**config.mk**
```make
export PLATFORM = sky130hd
export DESIGN_NAME = polyline_wide_line_quad_expander_flat
export DESIGN_NICKNAME = d
export VERILOG_FILES = /design/src/design/pwlq_pkg.sv /design/src/design/pwlq_channels_if.sv /design/src/design/pwlq_alu.sv /design/src/design/pwlq_seq.sv /design/src/design/polyline_wide_line_quad_expander.sv /design/src/flat_wrapper.sv
export VERILOG_INCLUDE_DIRS = /design/src /design/src/design
export SDC_FILE = /design/constraint.sdc
export NUM_CORES = 2
export LEC_CHECK = 0
export BUFFER_PORTS_ARGS = -buffer_cell sky130_fd_sc_hd__buf_2
export CAP_MARGIN = 20
export CELL_PAD_IN_SITES_DETAIL_PLACEMENT = 1
export CELL_PAD_IN_SITES_GLOBAL_PLACEMENT = 2
export CORE_MARGIN = 3
export CORE_UTILIZATION = 42
export CTS_CLUSTER_DIAMETER = 80
export DETAILED_ROUTE_END_ITERATION = 16
export PLACE_DENSITY = 0.87
export SLEW_MARGIN = 5
export SYNTH_ARGS = -nofsm -noshare
export SYNTH_HDL_FRONTEND = slang
export SYNTH_SLANG_ARGS = --single-unit
```
**constraint.sdc**
```tcl
create_clock -name clk -period 16.5 [get_ports clk]
set_clock_uncertainty 0.15 [all_clocks]
set_input_delay 3.3 -clock clk [delete_from_list [all_inputs] [get_ports clk]]
set_output_delay 3.3 -clock clk [all_outputs]
set_load 0.01 [all_outputs]
```
**src/design/polyline_wide_line_quad_expander_defines.svh**
```systemverilog
// assertion macros for the wide line quad expander
`ifndef POLYLINE_WIDE_LINE_QUAD_EXPANDER_DEFINES_SVH
`define POLYLINE_WIDE_LINE_QUAD_EXPANDER_DEFINES_SVH

`ifndef SYNTHESIS
// same-cycle implication
`define PWLQ_ASSERT_IMP(name, clk, rst, pre, post, msg) \
  name: assert property (@(posedge clk) disable iff (rst) (pre) |-> (post)) \
    else $error(msg);
// next-cycle implication
`define PWLQ_ASSERT_NXT(name, clk, rst, pre, post, msg) \
  name: assert property (@(posedge clk) disable iff (rst) (pre) |=> (post)) \
    else $error(msg);
`else
`define PWLQ_ASSERT_IMP(name, clk, rst, pre, post, msg)
`define PWLQ_ASSERT_NXT(name, clk, rst, pre, post, msg)
`endif

`endif

```
**src/design/pwlq_pkg.sv**
```systemverilog
// shared types and constants of the wide line quad expander
package pwlq_pkg;

  localparam int H_W       = 20;
  localparam int OFF_W     = 20;
  localparam int DIV_STEPS = 21;

  localparam logic [1:0] CLASS_HIGHWAY   = 2'd0;
  localparam logic [1:0] CLASS_BOULEVARD = 2'd1;
  localparam logic [1:0] CLASS_AVENUE    = 2'd2;
  localparam logic [1:0] CLASS_STREET    = 2'd3;

  localparam logic ALU_ADD = 1'b0;
  localparam logic ALU_SUB = 1'b1;

  localparam logic [2:0] VTX_LAST = 3'd5;

  typedef struct packed {
    logic               start_line;
    logic signed [31:0] point_x;
    logic signed [31:0] point_y;
    logic [1:0]         road_class;
    logic [15:0]        base_width;
    logic signed [15:0] layer_height;
    logic [31:0]        color_rgba;
  } point_t;

  typedef struct packed {
    logic signed [31:0] vert_x;
    logic signed [31:0] vert_y;
    logic signed [15:0] vert_z;
    logic [31:0]        vert_color;
    logic               last_vertex;
  } vertex_t;

  typedef struct packed {
    logic               start;
    logic signed [31:0] cur_x;
    logic signed [31:0] cur_y;
    logic signed [31:0] prev_x;
    logic signed [31:0] prev_y;
    logic [H_W-1:0]     h;
  } calc_req_t;

  typedef struct packed {
    logic             done;
    logic [OFF_W-1:0] mox;
    logic [OFF_W-1:0] moy;
    logic             neg_x;
    logic             neg_y;
  } calc_rsp_t;

  typedef struct packed {
    logic        op;
    logic [63:0] a;
    logic [63:0] b;
    logic [31:0] ma;
    logic [31:0] mb;
  } alu_req_t;

  typedef struct packed {
    logic [63:0] res;
    logic        ge;
    logic [63:0] prod;
  } alu_rsp_t;

endpackage

```
**src/design/pwlq_channels_if.sv**
```systemverilog
// valid/ready channel interfaces for points and vertices
interface pwlq_point_if ();
  logic              valid;
  logic              ready;
  pwlq_pkg::point_t  data;

  modport source (output valid, output data, input ready);
  modport sink (input valid, input data, output ready);
endinterface

interface pwlq_vertex_if ();
  logic              valid;
  logic              ready;
  pwlq_pkg::vertex_t data;

  modport source (output valid, output data, input ready);
  modport sink (input valid, input data, output ready);
endinterface

```
**src/design/pwlq_alu.sv**
```systemverilog
// shared add/subtract-compare and multiply unit
module pwlq_alu (
  input  pwlq_pkg::alu_req_t req,
  output pwlq_pkg::alu_rsp_t rsp
);

  logic        sub;
  logic [63:0] b_eff;
  logic [64:0] wide;

  assign sub   = (req.op == pwlq_pkg::ALU_SUB);
  assign b_eff = sub ? ~req.b : req.b;
  assign wide  = {1'b0, req.a} + {1'b0, b_eff} + {64'd0, sub};

  // carry out of a - b means a >= b
  assign rsp.res  = wide[63:0];
  assign rsp.ge   = wide[64];
  assign rsp.prod = {32'd0, req.ma} * {32'd0, req.mb};

endmodule

```
**src/design/pwlq_seq.sv**
```systemverilog
// sequencer for the segment offset: deltas, scaling, square root, divisions
module pwlq_seq (
  input  logic                clk,
  input  logic                rst,
  input  pwlq_pkg::calc_req_t req,
  output pwlq_pkg::calc_rsp_t rsp,
  output pwlq_pkg::alu_req_t  alu_req,
  input  pwlq_pkg::alu_rsp_t  alu_rsp
);

  localparam int DS  = pwlq_pkg::DIV_STEPS;
  localparam int CNT_W = $clog2(DS);

  localparam logic [3:0] S_IDLE = 4'd0;
  localparam logic [3:0] S_DX   = 4'd1;
  localparam logic [3:0] S_DY   = 4'd2;
  localparam logic [3:0] S_ABS  = 4'd3;
  localparam logic [3:0] S_NORM = 4'd4;
  localparam logic [3:0] S_SQX  = 4'd5;
  localparam logic [3:0] S_SQY  = 4'd6;
  localparam logic [3:0] S_SUM  = 4'd7;
  localparam logic [3:0] S_ROOT = 4'd8;
  localparam logic [3:0] S_MULX = 4'd9;
  localparam logic [3:0] S_ADDX = 4'd10;
  localparam logic [3:0] S_DIVX = 4'd11;
  localparam logic [3:0] S_MULY = 4'd12;
  localparam logic [3:0] S_ADDY = 4'd13;
  localparam logic [3:0] S_DIVY = 4'd14;

  logic [3:0]                  state;
  logic                        done;
  logic signed [32:0]          dx;
  logic signed [32:0]          dy;
  logic [31:0]                 ax;
  logic [31:0]                 ay;
  logic [63:0]                 t0;
  logic [63:0]                 t1;
  logic [63:0]                 s;
  logic [63:0]                 res;
  logic [63:0]                 bitm;
  logic [31:0]                 rem;
  logic [DS-1:0]               qd;
  logic [CNT_W-1:0]            cnt;
  logic [pwlq_pkg::OFF_W-1:0]  mox;
  logic [pwlq_pkg::OFF_W-1:0]  moy;

  logic [31:0]                 mx;
  logic [32:0]                 neg_dx;
  logic [32:0]                 neg_dy;
  logic [DS-1:0]               qd_shift;
  logic                        div_last;

  assign mx       = (ax > ay) ? ax : ay;
  assign neg_dx   = -dx;
  assign neg_dy   = -dy;
  assign qd_shift = {qd[DS-2:0], alu_rsp.ge};
  assign div_last = (cnt == CNT_W'(DS - 1));

  assign rsp.done  = done;
  assign rsp.mox   = mox;
  assign rsp.moy   = moy;
  assign rsp.neg_x = !dy[32] && (dy != 33'sd0);
  assign rsp.neg_y = dx[32];

  // operand steering into the shared unit
  always_comb begin
    alu_req.op = pwlq_pkg::ALU_ADD;
    alu_req.a  = 64'd0;
    alu_req.b  = 64'd0;
    alu_req.ma = 32'd0;
    alu_req.mb = 32'd0;
    unique case (state)
      S_DX: begin
        alu_req.op = pwlq_pkg::ALU_SUB;
        alu_req.a  = {{32{req.cur_x[31]}}, req.cur_x};
        alu_req.b  = {{32{req.prev_x[31]}}, req.prev_x};
      end
      S_DY: begin
        alu_req.op = pwlq_pkg::ALU_SUB;
        alu_req.a  = {{32{req.cur_y[31]}}, req.cur_y};
        alu_req.b  = {{32{req.prev_y[31]}}, req.prev_y};
      end
      S_SQX: begin
        alu_req.ma = ax;
        alu_req.mb = ax;
      end
      S_SQY: begin
        alu_req.ma = ay;
        alu_req.mb = ay;
      end
      S_SUM: begin
        alu_req.a = t0;
        alu_req.b = t1;
      end
      S_ROOT: begin
        alu_req.op = pwlq_pkg::ALU_SUB;
        alu_req.a  = s;
        alu_req.b  = res | bitm;
      end
      S_MULX: begin
        alu_req.ma = ay;
        alu_req.mb = {{(32 - pwlq_pkg::H_W){1'b0}}, req.h};
      end
      S_MULY: begin
        alu_req.ma = ax;
        alu_req.mb = {{(32 - pwlq_pkg::H_W){1'b0}}, req.h};
      end
      S_ADDX, S_ADDY: begin
        alu_req.a = t0;
        alu_req.b = {33'd0, res[31:1]};
      end
      S_DIVX, S_DIVY: begin
        alu_req.op = pwlq_pkg::ALU_SUB;
        alu_req.a  = {31'd0, rem, qd[DS-1]};
        alu_req.b  = {32'd0, res[31:0]};
      end
      default: ;
    endcase
  end

  always_ff @(posedge clk) begin
    if (rst) begin
      state <= S_IDLE;
      done  <= 1'b0;
    end else begin
      done <= 1'b0;
      unique case (state)
        S_IDLE: begin
          if (req.start) state <= S_DX;
        end
        S_DX: begin
          dx    <= alu_rsp.res[32:0];
          state <= S_DY;
        end
        S_DY: begin
          dy    <= alu_rsp.res[32:0];
          state <= S_ABS;
        end
        S_ABS: begin
          ax <= dx[32] ? neg_dx[31:0] : dx[31:0];
          ay <= dy[32] ? neg_dy[31:0] : dy[31:0];
          if (dx == 33'sd0 && dy == 33'sd0) begin
            // zero-length segment: no offset
            mox   <= '0;
            moy   <= '0;
            done  <= 1'b1;
            state <= S_IDLE;
          end else begin
            state <= S_NORM;
          end
        end
        S_NORM: begin
          // bring the larger magnitude into [2^30, 2^31)
          if (mx[31]) begin
            ax    <= ax >> 1;
            ay    <= ay >> 1;
            state <= S_SQX;
          end else if (mx[30]) begin
            state <= S_SQX;
          end else if (mx[30:15] == 16'd0) begin
            ax <= ax << 16;
            ay <= ay << 16;
          end else if (mx[30:23] == 8'd0) begin
            ax <= ax << 8;
            ay <= ay << 8;
          end else if (mx[30:27] == 4'd0) begin
            ax <= ax << 4;
            ay <= ay << 4;
          end else if (mx[30:29] == 2'd0) begin
            ax <= ax << 2;
            ay <= ay << 2;
          end else begin
            ax <= ax << 1;
            ay <= ay << 1;
          end
        end
        S_SQX: begin
          t0    <= alu_rsp.prod;
          state <= S_SQY;
        end
        S_SQY: begin
          t1    <= alu_rsp.prod;
          state <= S_SUM;
        end
        S_SUM: begin
          s     <= alu_rsp.res;
          res   <= 64'd0;
          bitm  <= (alu_rsp.res[63:62] != 2'd0) ? (64'd1 << 62) : (64'd1 << 60);
          state <= S_ROOT;
        end
        S_ROOT: begin
          // one result bit per cycle, res and bitm never overlap
          if (alu_rsp.ge) begin
            s   <= alu_rsp.res;
            res <= (res >> 1) | bitm;
          end else begin
            res <= res >> 1;
          end
          bitm <= bitm >> 2;
          if (bitm[0]) state <= S_MULX;
        end
        S_MULX, S_MULY: begin
          t0    <= alu_rsp.prod;
          state <= (state == S_MULX) ? S_ADDX : S_ADDY;
        end
        S_ADDX, S_ADDY: begin
          // quotient fits in DS bits, so the upper part starts below len
          rem   <= alu_rsp.res[DS+31:DS];
          qd    <= alu_rsp.res[DS-1:0];
          cnt   <= '0;
          state <= (state == S_ADDX) ? S_DIVX : S_DIVY;
        end
        S_DIVX, S_DIVY: begin
          rem <= alu_rsp.ge ? alu_rsp.res[31:0] : {rem[30:0], qd[DS-1]};
          qd  <= qd_shift;
          cnt <= cnt + 1'b1;
          if (div_last) begin
            if (state == S_DIVX) begin
              mox   <= qd_shift[pwlq_pkg::OFF_W-1:0];
              state <= S_MULY;
            end else begin
              moy   <= qd_shift[pwlq_pkg::OFF_W-1:0];
              done  <= 1'b1;
              state <= S_IDLE;
            end
          end
        end
        default: state <= S_IDLE;
      endcase
    end
  end

endmodule

```
**src/design/polyline_wide_line_quad_expander.sv**
```systemverilog
// top level of the wide polyline to triangle pair expander
//
// channels: pt takes polyline points (valid/ready), vtx gives vertices
// (valid/ready). a beat moves on a clock edge with valid and ready high.
// a point with start_line set, or any point with no predecessor, is stored
// and gives no vertices. every other point closes a segment
// and gives six vertex beats, two triangles p0,p1,p2 and p0,p2,p3, the
// sixth marked with last_vertex.
// the shared unit walks the deltas, scaling (1 to 5 steps), the squares,
// the bit-serial square root (31 or 32 steps) and, per axis, a multiply,
// a rounding add and a 21-step restoring division. a zero-length segment
// skips everything from the scaling on and gives zero offsets.
// pt.ready is high only while no segment is in flight: a new point is not
// taken before the last vertex of the current segment is loaded.
// reset (rst, synchronous) forgets the previous point and drops any
// pending vertex. a stalled receiver holds the vertex register; the next
// point is taken while the last vertex of a segment still waits.
`include "polyline_wide_line_quad_expander_defines.svh"

module polyline_wide_line_quad_expander (
  input  logic                 clk,
  input  logic                 rst,
  pwlq_point_if.sink           pt,
  pwlq_vertex_if.source        vtx
);

  localparam logic [1:0] T_IDLE = 2'd0;
  localparam logic [1:0] T_CALC = 2'd1;
  localparam logic [1:0] T_EMIT = 2'd2;

  logic [1:0]                 state;
  logic                       have_prev;
  logic                       go;
  logic signed [31:0]         prev_x;
  logic signed [31:0]         prev_y;
  logic signed [31:0]         cur_x;
  logic signed [31:0]         cur_y;
  logic [pwlq_pkg::H_W-1:0]   h;
  logic signed [15:0]         z;
  logic [31:0]                color;
  logic [2:0]                 vcnt;
  logic                       out_vld;
  pwlq_pkg::vertex_t          out_data;

  pwlq_pkg::calc_req_t        calc_req;
  pwlq_pkg::calc_rsp_t        calc_rsp;
  pwlq_pkg::alu_req_t         alu_req;
  pwlq_pkg::alu_rsp_t         alu_rsp;

  logic                       accept;
  logic                       open_line;
  logic [pwlq_pkg::H_W-1:0]   bw_ext;
  logic [pwlq_pkg::H_W-1:0]   h_next;
  logic                       load;
  logic                       sel_cur;
  logic                       plus;
  pwlq_pkg::vertex_t          vert_next;

  // base +/- offset, clamped to the signed 32-bit range
  function automatic logic [31:0] offset_sat(input logic [31:0] base,
                                             input logic [pwlq_pkg::OFF_W-1:0] mag,
                                             input logic add);
    logic [33:0] wide;
    logic [33:0] ext;
    wide = {{2{base[31]}}, base};
    ext  = {{(34 - pwlq_pkg::OFF_W){1'b0}}, mag};
    wide = add ? (wide + ext) : (wide - ext);
    if (wide[33:31] == 3'b000 || wide[33:31] == 3'b111) begin
      offset_sat = wide[31:0];
    end else if (wide[33]) begin
      offset_sat = 32'h8000_0000;
    end else begin
      offset_sat = 32'h7fff_ffff;
    end
  endfunction

  assign accept    = pt.valid && pt.ready;
  assign open_line = pt.data.start_line || !have_prev;
  assign pt.ready  = (state == T_IDLE);

  // class-scaled half width in coordinate units
  assign bw_ext = {{(pwlq_pkg::H_W - 16){1'b0}}, pt.data.base_width};
  always_comb begin
    unique case (pt.data.road_class) inside
      pwlq_pkg::CLASS_HIGHWAY:                         h_next = bw_ext << 4;
      pwlq_pkg::CLASS_BOULEVARD, pwlq_pkg::CLASS_AVENUE: h_next = (bw_ext << 3) + (bw_ext << 2);
      pwlq_pkg::CLASS_STREET:                          h_next = bw_ext << 3;
    endcase
  end

  assign calc_req.start  = go;
  assign calc_req.cur_x  = cur_x;
  assign calc_req.cur_y  = cur_y;
  assign calc_req.prev_x = prev_x;
  assign calc_req.prev_y = prev_y;
  assign calc_req.h      = h;

  pwlq_alu u_alu (
    .req (alu_req),
    .rsp (alu_rsp)
  );

  pwlq_seq u_seq (
    .clk     (clk),
    .rst     (rst),
    .req     (calc_req),
    .rsp     (calc_rsp),
    .alu_req (alu_req),
    .alu_rsp (alu_rsp)
  );

  // corner per vertex: p0 p1 p2 p0 p2 p3
  always_comb begin
    case (vcnt)
      3'd0:    begin sel_cur = 1'b0; plus = 1'b1; end
      3'd1:    begin sel_cur = 1'b0; plus = 1'b0; end
      3'd2:    begin sel_cur = 1'b1; plus = 1'b0; end
      3'd3:    begin sel_cur = 1'b0; plus = 1'b1; end
      3'd4:    begin sel_cur = 1'b1; plus = 1'b0; end
      3'd5:    begin sel_cur = 1'b1; plus = 1'b1; end
      default: begin sel_cur = 1'b0; plus = 1'b0; end
    endcase
  end

  always_comb begin
    vert_next.vert_x      = offset_sat(sel_cur ? cur_x : prev_x, calc_rsp.mox,
                                       plus ^ calc_rsp.neg_x);
    vert_next.vert_y      = offset_sat(sel_cur ? cur_y : prev_y, calc_rsp.moy,
                                       plus ^ calc_rsp.neg_y);
    vert_next.vert_z      = z;
    vert_next.vert_color  = color;
    vert_next.last_vertex = (vcnt == pwlq_pkg::VTX_LAST);
  end

  // output register loads when empty or being drained
  assign load      = (state == T_EMIT) && (!out_vld || vtx.ready);
  assign vtx.valid = out_vld;
  assign vtx.data  = out_data;

  always_ff @(posedge clk) begin
    if (rst) begin
      state     <= T_IDLE;
      have_prev <= 1'b0;
      go        <= 1'b0;
      out_vld   <= 1'b0;
      prev_x    <= '0;
      prev_y    <= '0;
    end else begin
      go <= 1'b0;
      if (load) begin
        out_vld <= 1'b1;
      end else if (vtx.ready) begin
        out_vld <= 1'b0;
      end
      if (load) out_data <= vert_next;

      unique case (state)
        T_IDLE: begin
          if (accept) begin
            if (open_line) begin
              prev_x    <= pt.data.point_x;
              prev_y    <= pt.data.point_y;
              have_prev <= 1'b1;
            end else begin
              cur_x <= pt.data.point_x;
              cur_y <= pt.data.point_y;
              h     <= h_next;
              z     <= pt.data.layer_height;
              color <= pt.data.color_rgba;
              go    <= 1'b1;
              state <= T_CALC;
            end
          end
        end
        T_CALC: begin
          if (calc_rsp.done) begin
            vcnt  <= '0;
            state <= T_EMIT;
          end
        end
        T_EMIT: begin
          if (load) begin
            vcnt <= vcnt + 1'b1;
            if (vcnt == pwlq_pkg::VTX_LAST) begin
              // segment end becomes the next start
              prev_x <= cur_x;
              prev_y <= cur_y;
              state  <= T_IDLE;
            end
          end
        end
        default: state <= T_IDLE;
      endcase
    end
  end

  // a pending vertex that is not the last one means the segment is still out
  `PWLQ_ASSERT_IMP(a_emit_open, clk, rst, vtx.valid && !vtx.data.last_vertex, state == T_EMIT, "non-last vertex outside emit")
  // the sequencer only finishes for a segment in flight
  `PWLQ_ASSERT_IMP(a_done_calc, clk, rst, calc_rsp.done, state == T_CALC, "offset done while not computing")
  // offsets never exceed the half width
  `PWLQ_ASSERT_IMP(a_off_bound, clk, rst, calc_rsp.done, calc_rsp.mox <= h && calc_rsp.moy <= h, "offset above half width")
  // a closing point starts the computation
  `PWLQ_ASSERT_NXT(a_seg_start, clk, rst, accept && !open_line, state == T_CALC && go, "segment point did not start work")

endmodule
```
**src/flat_wrapper.sv**
```systemverilog
// flat-port wrapper written by rule: the top's interface ports become plain ports
module polyline_wide_line_quad_expander_flat 
  (clk, rst, pt_valid, pt_data, pt_ready, vtx_valid, vtx_data, vtx_ready);
  pwlq_point_if pt_i ();
  pwlq_vertex_if vtx_i ();
  input  logic clk;
  input  logic rst;
  input wire logic [$bits(pt_i.valid)-1:0] pt_valid;
  input wire logic [$bits(pt_i.data)-1:0] pt_data;
  output wire logic [$bits(pt_i.ready)-1:0] pt_ready;
  output wire logic [$bits(vtx_i.valid)-1:0] vtx_valid;
  output wire logic [$bits(vtx_i.data)-1:0] vtx_data;
  input wire logic [$bits(vtx_i.ready)-1:0] vtx_ready;
  assign pt_i.valid = pt_valid;
  assign pt_i.data = pt_data;
  assign pt_ready = pt_i.ready;
  assign vtx_valid = vtx_i.valid;
  assign vtx_data = vtx_i.data;
  assign vtx_i.ready = vtx_ready;
  polyline_wide_line_quad_expander u_core (.clk(clk), .rst(rst), .pt(pt_i), .vtx(vtx_i));
endmodule
```
==> impl_metrics.py <==
metrics = {
    "pwr": {
        "total_power_mw": 9.51,
        "irDropWorstVdd_uv": 106,
        "power_density_mw_per_mm2": 109,
        "leakage_nw": 38.0,
    },
    "yosys": {
        "synth_edf_count": 761,
        "ys_seq_area_frac": 0.305,
        "ys_types": 94,
        "syn_area_per_cell_sq_um": 9.67,
        "synth-seq-cells": 835,
        "synthFlopType": "edfxtp_1",
        "synth.net_count": 9728,
        "async_reset_ff_frac": 0,
        "syn_inst": 8242,
        "yosys_warnings": 0,
        "synth_area_sq_mm": 0.0797,
    },
    "detailed_routing": {
        "postRouteWirelength_mm": 306,
        "via_count": 65700,
        "final_antenna_net_count": 0,
        "vias_per_cell": 6.05,
        "dr.pass1.iters": 12,
        "remaining_drc_errors": 0,
        "avgRoutedWirePerCell_um": 28.2,
        "drt-initial-drc-count": 6770,
    },
    "hold_path": {
        "min_path_cells": 0,
        "hold_start": "u_core.color[27]",
        "hold_class": "reg -> reg",
        "holdPathEnd": "u_core.vtx.data[28]",
    },
    "clock_network": {
        "max-clock-path-buffers": 3,
        "postCtsSetupRepairBufs": 0,
        "numCtsBuffers": 92,
        "cts_hold_buf": 0,
        "cts_root_buffer": "clkbuf_16",
        "clkTransAtPathRegs_ps": 60,
        "clock-sinks": 835,
        "h-tree-depth": 3,
        "clock_latency_ps": 740,
        "post_cts_resized": 0,
        "cts_tree": "built",
    },
    "layout": {
        "final_common_cell": "inv_1",
        "drive_above_1_share": 0.0922,
        "syn_to_final_growth_pct": 9.55,
        "fillers": 21300,
        "final_nets": 9752,
        "fin_area_sq_mm": 0.0873,
        "multi_input_area_sq_mm": 0.0498,
        "final_util": 0.464,
        "seq_area_sq_mm": 0.0243,
        "most-common-layout-cells": "inv_1 (1047), nor2_1 (948), nand2_1 (931), fa_1 (900), edfxtp_1 (761)",
    },
    "critical_path": {
        "critPathCaptureType": "flip-flop",
        "r2r_slack_ps": 5380,
        "critical-path-max-stage-delay_ps": 890,
        "arrival_ps": 11420,
        "startpoint_type": "flip-flop",
        "worstReg2RegStart": "u_core.u_seq.state[0]",
        "crit_slowest_cell": "clkinv_1",
        "cp.required_ps": 16800,
        "worstPathMaxFanout": 62,
        "timing.rr.end": "u_core.u_seq.t1[53]",
        "reg2reg_depth": 29,
        "crit_top_cell": "fa_1",
        "critPathKind": "reg -> reg",
    },
    "sta": {
        "setup_violations": 0,
        "slew_headroom": 0.195,
        "layout_setup_ws_ps": 5380,
        "slew_violations": 0,
        "finalHoldViolCount": 0,
        "worstMarginPinSlew_ps": 1200,
        "max_freq_mhz": 89.9,
        "fin_crit_ps": 11120,
        "finalSetupTns_ps": 0,
        "finalCritPeriodShare": 0.674,
        "rsz0062_at_grt": "false",
    },
    "die": {
        "start_util": 0.423,
        "die_width_um": 442,
        "core-area_sq_mm": 0.188,
        "die_y_um": 442,
        "ios": 250,
        "die_area_sq_mm": 0.195,
        "row_count": 159,
    },
    "place": {
        "gp_congestion": 0.983,
        "dp_slack_ps": 5510,
        "portBuffers": 249,
        "dpl_cell_area_sq_mm": 0.0839,
        "hpwl_mm": 231,
    },
    "status": {
        "status": "completed",
    },
    "grt": {
        "grt_pass1_wl_mm": 450,
        "first_global_vias": 68900,
        "grt_overflow": 0,
        "antenna_found_initial": 13,
        "grtUsageTotal": 0.310,
        "grt_max_degree": 95,
    },
    "run": {
        "cap_violations": 0,
    },
}
[sequential cells by signal (all words and copies together) (netlist names), 33 cells and up]
| signal | cells |
|---|---|
| u_core.u_seq.s | 64 |
| u_core.u_seq.dx | 33 |
| u_core.u_seq.dy | 33 |
| u_core.u_seq.t1 | 64 |
| u_core.u_seq.t0 | 64 |
| u_core.vtx.data | 113 |
| u_core.u_seq.res | 63 |
[per-layer routing]
layer  part of all wire  GRT usage  wire, um
met5                  0          0         0
met4              0.064      0.166     19500
met1               0.39      0.406    120000
met3              0.086     0.0496     26300
met2               0.46      0.495    140000
[metrics by stage]
| stage | cells | hold WS [ps] |
|---|---|---|
| after floorplan | 8242 | 250 |
| after global placement | 10700 | 251 |
| after detailed placement | 10700 | 255 |
| after CTS | 10800 | 268 |
| after global routing | 10800 | 271 |
| final | 10900 | 264 |
[worst max-delay path, delay by kind of cell (launching register included)]
family          cells  cell delay [ps]
compound gates      9             2950
buf+inv             5             1790
flops               1              300
fa+ha+maj           9             4190
xor+xnor            1              180
simple gates        5             1220
[kinds of logic after synthesis]
group	count (synthesis)	synth area share
multiplexers	155	0.0207
adder cells (fa/ha/maj)	1391	0.302
AND/OR/NAND/NOR	2404	0.129
buffers and inverters	1562	0.0740
XOR/XNOR	299	0.0334
AO/OA/AOI/OAI	1596	0.136
flip-flops	835	0.305
[Yosys cell counts, types with 52 or more instances]
cell type     n  share of area
a221oi_1     65         0.0071
dfxtp_1      74          0.019
o21ai_1      90         0.0057
mux2_2       78          0.011
a21o_1      168          0.016
a31oi_1      52         0.0041
a21oi_1     430          0.027
nor2_1      956          0.045
inv_1      1047          0.049
edfxtp_1    761           0.29
o21ai_0     163          0.010
a22oi_1      58         0.0055
o21a_1       52         0.0049
nand3_1     103         0.0065
nand2_1     931          0.044
xnor2_1     174          0.019
xor2_1      122          0.013
nor3_1       53         0.0033
and3_1      102         0.0080
a311oi_1     68         0.0075
ha_1        451          0.071
fa_1        900           0.23
clkbuf_1    448          0.021
mux2i_1      75         0.0094
[worst max-delay path by stage]
stage                                endpoint                   from  slack, ps  cells past startpoint
final                     u_core.u_seq.t1[53]  u_core.u_seq.state[0]       5380                     29
after global routing      u_core.u_seq.t1[53]  u_core.u_seq.state[0]       4740                     29
after CTS                 u_core.u_seq.t1[53]  u_core.u_seq.state[0]       5470                     29
after detailed placement  u_core.u_seq.t1[53]  u_core.u_seq.state[0]       5510                     29
after global placement    u_core.u_seq.t0[53]  u_core.u_seq.state[0]       5760                     29
after floorplan               u_core.color[0]                    rst       3130                      3
[cell type report]
type | count | area share
multi-input cells | 5845 | 0.571
flip-flops and latches | 835 | 0.279
inverters | 1052 | 0.0452
well taps | 2495 | 0.0358
repair buffers | 440 | 0.0314
clock buffers | 125 | 0.0293
clock inverters | 45 | 0.00844
diodes | 14 | 0.000401
[where the power goes]
part | internal (mW) | switching, mW
registers | 2.71 | 0.130
clock network | 1.34 | 0.932
logic | 1.42 | 2.98
Note: power is estimated with default switching activity, not from simulation.
